File: src/rtl/takf_pkg.sv
// Package for the tilt angle Kalman filter unit: shared widths, reset values,
// controller states and the controller/datapath command and status structs.
// No dependencies.
package takf_pkg;

  localparam int unsigned DataW = 32;
  localparam int unsigned DtW = 24;
  localparam int unsigned QW = 24;
  localparam int unsigned RW = 28;
  localparam int unsigned CfgIdxW = 2;
  localparam int unsigned CfgDataW = 28;

  localparam logic [CfgIdxW-1:0] CfgIdxDt = 2'd0;
  localparam logic [CfgIdxW-1:0] CfgIdxQ = 2'd1;
  localparam logic [CfgIdxW-1:0] CfgIdxR = 2'd2;

  localparam logic [DtW-1:0] DtReset = 24'd167772;
  localparam logic [QW-1:0] QReset = 24'd109555;
  localparam logic [RW-1:0] RReset = 28'd7164375;
  localparam logic signed [DataW-1:0] CovInit = 32'sd655360;

  // Divider: 64-bit magnitude quotient, one bit per cycle.
  localparam int unsigned DivSteps = 64;

  // Datapath micro-operations, one per controller step.
  typedef enum logic [4:0] {
    OP_NONE,
    OP_ANGLE_PRED,   // angle += round(dt*(rate-bias) >> 24)
    OP_DT_P11,       // t0 = dt*P11
    OP_INNER,        // inner = sat(round((t0 - (P01+P10)<<24 + q<<16) >> 24))
    OP_P00,          // p00 = sat(P00 + round(dt*inner >> 24))
    OP_P01_P10,      // p01, p10 from t0
    OP_P11,          // p11 = sat(P11 + round(dt*q >> 32))
    OP_S,            // s = p00*256 + r, diff
    OP_DIV0_START,
    OP_DIV0_END,
    OP_DIV1_START,
    OP_DIV1_END,
    OP_ANGLE_CORR,
    OP_BIAS_CORR,
    OP_BB_CORR,
    OP_BA_CORR,
    OP_AB_CORR,
    OP_AA_CORR
  } takf_op_t;

  typedef enum logic [4:0] {
    ST_IDLE,
    ST_ANGLE_PRED,
    ST_DT_P11,
    ST_INNER,
    ST_P00,
    ST_P01_P10,
    ST_P11,
    ST_S,
    ST_DIV0_START,
    ST_DIV0_WAIT,
    ST_DIV1_START,
    ST_DIV1_WAIT,
    ST_ANGLE_CORR,
    ST_BIAS_CORR,
    ST_BB_CORR,
    ST_BA_CORR,
    ST_AB_CORR,
    ST_AA_CORR,
    ST_OUT
  } takf_state_t;

  typedef struct packed {
    takf_op_t op;
    logic     load_in;
  } takf_cmd_t;

  typedef struct packed {
    logic div_done;
  } takf_status_t;

  // Saturate a 66-bit signed value to 32 bits.
  function automatic logic signed [DataW-1:0] sat32(input logic signed [65:0] v);
    logic signed [65:0] hi;
    logic signed [65:0] lo;
    begin
      hi = 66'sh0_7FFF_FFFF;
      lo = -66'sh0_8000_0000;
      if (v > hi) sat32 = 32'sh7FFF_FFFF;
      else if (v < lo) sat32 = 32'sh8000_0000;
      else sat32 = v[DataW-1:0];
    end
  endfunction

endpackage

File: src/rtl/takf_ctrl.sv
// Controller for the tilt angle Kalman filter unit: sequences the predict,
// divide and correct steps. Depends on takf_pkg.
module takf_ctrl import takf_pkg::*; (
  input  logic         clk,
  input  logic         rst_n,
  input  logic         in_fire,
  input  logic         out_fire,
  input  takf_status_t status,
  output takf_cmd_t    cmd,
  output logic         busy,
  output logic         res_valid
);

  takf_state_t state_r, state_nxt;

  // State register.
  always_ff @(posedge clk) begin
    if (!rst_n) state_r <= ST_IDLE;
    else state_r <= state_nxt;
  end

  // Next-state logic.
  always_comb begin
    state_nxt = state_r;
    case (state_r)
      ST_IDLE:       if (in_fire) state_nxt = ST_ANGLE_PRED;
      ST_ANGLE_PRED: state_nxt = ST_DT_P11;
      ST_DT_P11:     state_nxt = ST_INNER;
      ST_INNER:      state_nxt = ST_P00;
      ST_P00:        state_nxt = ST_P01_P10;
      ST_P01_P10:    state_nxt = ST_P11;
      ST_P11:        state_nxt = ST_S;
      ST_S:          state_nxt = ST_DIV0_START;
      ST_DIV0_START: state_nxt = ST_DIV0_WAIT;
      ST_DIV0_WAIT:  if (status.div_done) state_nxt = ST_DIV1_START;
      ST_DIV1_START: state_nxt = ST_DIV1_WAIT;
      ST_DIV1_WAIT:  if (status.div_done) state_nxt = ST_ANGLE_CORR;
      ST_ANGLE_CORR: state_nxt = ST_BIAS_CORR;
      ST_BIAS_CORR:  state_nxt = ST_BB_CORR;
      ST_BB_CORR:    state_nxt = ST_BA_CORR;
      ST_BA_CORR:    state_nxt = ST_AB_CORR;
      ST_AB_CORR:    state_nxt = ST_AA_CORR;
      ST_AA_CORR:    state_nxt = ST_OUT;
      ST_OUT:        if (out_fire) state_nxt = ST_IDLE;
      default:       state_nxt = ST_IDLE;
    endcase
  end

  // Output decode.
  always_comb begin
    cmd.op = OP_NONE;
    cmd.load_in = 1'b0;
    busy = 1'b1;
    res_valid = 1'b0;
    case (state_r)
      ST_IDLE: begin
        busy = 1'b0;
        cmd.load_in = in_fire;
      end
      ST_ANGLE_PRED: cmd.op = OP_ANGLE_PRED;
      ST_DT_P11:     cmd.op = OP_DT_P11;
      ST_INNER:      cmd.op = OP_INNER;
      ST_P00:        cmd.op = OP_P00;
      ST_P01_P10:    cmd.op = OP_P01_P10;
      ST_P11:        cmd.op = OP_P11;
      ST_S:          cmd.op = OP_S;
      ST_DIV0_START: cmd.op = OP_DIV0_START;
      ST_DIV0_WAIT:  if (status.div_done) cmd.op = OP_DIV0_END;
      ST_DIV1_START: cmd.op = OP_DIV1_START;
      ST_DIV1_WAIT:  if (status.div_done) cmd.op = OP_DIV1_END;
      ST_ANGLE_CORR: cmd.op = OP_ANGLE_CORR;
      ST_BIAS_CORR:  cmd.op = OP_BIAS_CORR;
      ST_BB_CORR:    cmd.op = OP_BB_CORR;
      ST_BA_CORR:    cmd.op = OP_BA_CORR;
      ST_AB_CORR:    cmd.op = OP_AB_CORR;
      ST_AA_CORR:    cmd.op = OP_AA_CORR;
      ST_OUT:        res_valid = 1'b1;
      default:       cmd.op = OP_NONE;
    endcase
  end

endmodule

File: config.mk
export PLATFORM = sky130hd
export DESIGN_NAME = takf_ctrl
export DESIGN_NICKNAME = d
export VERILOG_FILES = /design/src/rtl/takf_pkg.sv /design/src/rtl/takf_ctrl.sv
export SDC_FILE = /design/constraint.sdc
export NUM_CORES = 1
export LEC_CHECK = 0
export BUFFER_PORTS_ARGS = -buffer_cell sky130_fd_sc_hd__buf_2
export CORE_AREA = 2 2 39 41
export DETAILED_ROUTE_END_ITERATION = 6
export DIE_AREA = 0 0 41 43
export GPL_TIMING_DRIVEN = 0
export PLACE_DENSITY = 0.6
export RECOVER_POWER = 100
export SYNTH_ARGS = -nofsm -noshare
export SYNTH_HDL_FRONTEND = slang
export SYNTH_SLANG_ARGS = --single-unit
export TNS_END_PERCENT = 5
File: constraint.sdc
create_clock -name clk -period 3.1 [get_ports clk]
set_input_delay 0.775 -clock clk [delete_from_list [all_inputs] [get_ports clk]]
set_output_delay 0.775 -clock clk [all_outputs]
set_load 0.01 [all_outputs]
==> flow_summary.ini <==
[layout]
area_delta_synth_final_pct = 21.6
fillers = 171
antennaDiodeCount = 0
multi_input_area_um2 = 255
postLayoutCellArea_um2 = 499
drive_above_1_share_pct = 18.6
final_common_cell = clkbuf_1
layout.cells.non_filler = 86
final_util_pct = 36.1
regMostFlops = state_r
reg.largest.list = state_r: 5 flops
regArea_um2 = 100
largest_reg_flops = 5
final_cell_mix = 11 x clkbuf_1, 6 x buf_2, 5 x nor3_1, 5 x dfxtp_1, 4 x nor2_1
fin_nets = 76

[worst_setup_path]
rr_worst_depth = 4
path_max_fanout = 10
crit_top_cell = clkbuf_1
worstSetupPathType = flop to primary output
r2r_end = state_r[2]$_SDFFE_PN0P_
rrSetupSlack_ns = 1.70
cp_top_family = buffers and inverters
worstPathCellList = clkbuf_1 -> clkbuf_1 -> o22ai_1 -> and2_0 -> buf_2
crit_path_max_incr_delay_ns = 0.39
worstPathRequired_ns = 2.32
crit_buf_inv = 3
end_kind = primary output
r2r_start = state_r[3]$_SDFFE_PN0P_
slowest_stage = clkbuf_1
cp-start-kind = flop
arrival_ns = 1.67

[timing]
relSlewSlack_pct = 69.3
rsz0062_at_grt = false
fmaxAchievable_ghz = 0.410
setup_violations = 0
fin_tns_setup_ns = 0
fin_ws_ns = 0.660
holdWs_ns = 0.621
period_minus_slack_ns = 2.44
fin_crit_sh_pct = 78.7
finalHoldViolCount = 0
fin_skew_ns = 0.00215
maxSlewViolCount = 0
worst_slew_pin_slew_ns = 0.456

[synth]
yosysSeqAreaShare_pct = 24.4
synth_cells = 54
yosys_warnings = 0
syn_area_um2 = 410
yosys_register_bits = 5
synth_fp_nets = 59
syn_avg_cell_area_um2 = 7.60
yosysUniqueCellTypes = 30

[floorplan]
coreArea_mm2 = 0.00138
die_w_um = 41
dieArea_mm2 = 0.00176
start_util_pct = 29.7
std_cell_rows = 14
ioPinCount = 13
dieHeight_um = 43

[cts]
cts_tree = built
clk_latency_ns = 0.25
post_cts_buffers = 0
cts_root_buf = clkbuf_4
cts_max_path_buffers = 2
cts.clk_slew.worst_paths_ns = 0.04
numCtsBuffers = 3
cts.repair.resized = 0
cts_hold_buf = 0
cts.sinks = 5
htree_levels = 1

[placed_design]
pre_cts_slack_ns = 0.828
dp_cells = 82
place_area_um2 = 490
portBuffers = 12
dp_hpwl_um = 708
gp_congestion = 0.815

[grt]
antenna_found_initial = 0
grt_pass1_vias = 407
gr-total-overflow = 0
grt_max_degree = 11
grt_pass1_wl_mm = 1.70
grtUsageTotal_pct = 14.6

[detailed_routing]
wl_per_cell_um = 11.7
dr.first_iter.drc_count = 2
wl_mm = 1.01
via_per_inst = 5.26
drc_errors = 0
drt_first_pass_iters = 4
vias = 452
antenna_left = 0

[power]
clkPwrFrac_pct = 34.7
power_mw = 0.223
p_leak_nw = 0.213
ir_drop_mv = 0.116
intPower_mw = 0.148
switching_share_pct = 33.6
p_comb_share_pct = 32.4
p_sw_mw = 0.0751
p_seq_share_pct = 33.0
p_per_area_mw_per_mm2 = 448

[min_path]
min_to = state_r[2]$_SDFFE_PN0P_
hold_path.class = flop to flop
hold_depth = 3
min_from = state_r[1]$_SDFFE_PN0P_

[run]
drv_cap = 0

[status]
status = finished, final reports clean
==> metal layers <==
layer  vias to the layer above  track usage [%]  part of all wire (%)
li1                        226                -                     -
met1                       210             17.7                    46
met2                        11             20.6                    46
met3                         5             3.14                   3.5
met4                         0             12.0                   4.1
met5                         -                0                     0
==> worst min-delay path, delay by kind of cell, from the launching register on <==
family	cells	cell delay, ns
DFF	1	0.33
AOI/OAI and AO/OA	2	0.16
and+or+nand+nor	1	0.07
==> layout make-up <==
class	count	share of cell area (%)
sequential	5	20.1
multi-input combinational	40	51.1
inverter	3	2.26
timing repair buffer	12	10.3
buffer	6	7.02
tap	16	4.01
clock buffer	4	5.26
==> how the worst max path moves through the flow <==
stage,cells past startpoint,end,slack [ns],start
6_report,5,cmd[1],0.66,state_r[4]$_SDFFE_PN0P_
3_3_place_gp,5,cmd[1],0.83,status
2_1_floorplan,2,cmd[2],1.09,status
4_1_cts,5,cmd[1],0.80,state_r[4]$_SDFFE_PN0P_
3_5_place_dp,5,cmd[1],0.83,status
5_1_grt,5,cmd[1],0.53,state_r[4]$_SDFFE_PN0P_
==> Yosys cell counts <==
master	n	area [um^2]
o22ai_1	1	6.26
a211o_1	1	8.76
and3_1	3	18.8
nand2_1	2	7.51
inv_1	3	11.3
nand2_4	1	11.3
buf_2	3	15.0
or2_0	1	6.26
a21oi_1	2	10.0
a2111oi_2	1	15.0
o21ai_0	1	5.00
nor2_1	4	15.0
a311oi_1	1	8.76
nor3_1	5	25.0
nand3_1	3	15.0
o22a_1	1	8.76
xor2_1	1	8.76
o211ai_1	2	15.0
buf_6	1	11.3
buf_4	1	7.51
nand2b_1	1	6.26
nand4_1	1	6.26
dfxtp_1	5	100
and2_1	1	6.26
nor4_1	1	6.26
and3b_1	1	8.76
nor4b_2	1	15.0
o21a_1	2	15.0
nor2b_1	2	12.5
clkbuf_1	1	3.75
==> power groups by stage <==
stage / sequential (mW) / clock [mW] / combinational [mW]
2_1_floorplan: 0.0744 / 0 / 0.0549
3_3_place_gp: 0.0746 / 0 / 0.0770
3_5_place_dp: 0.0748 / 0 / 0.0766
4_1_cts: 0.0737 / 0.0798 / 0.0769
5_1_grt: 0.0743 / 0.0843 / 0.0801
6_report: 0.0737 / 0.0775 / 0.0723
==> kinds of logic after synthesis <==
group                  share of synthesized area, %
flip-flops                                     24.4
AO/OA/AOI/OAI                                  22.6
XOR/XNOR                                       2.13
buffers and inverters                          11.9
AND/OR/NAND/NOR                                39.0
Power figures use the tool's default switching activity.
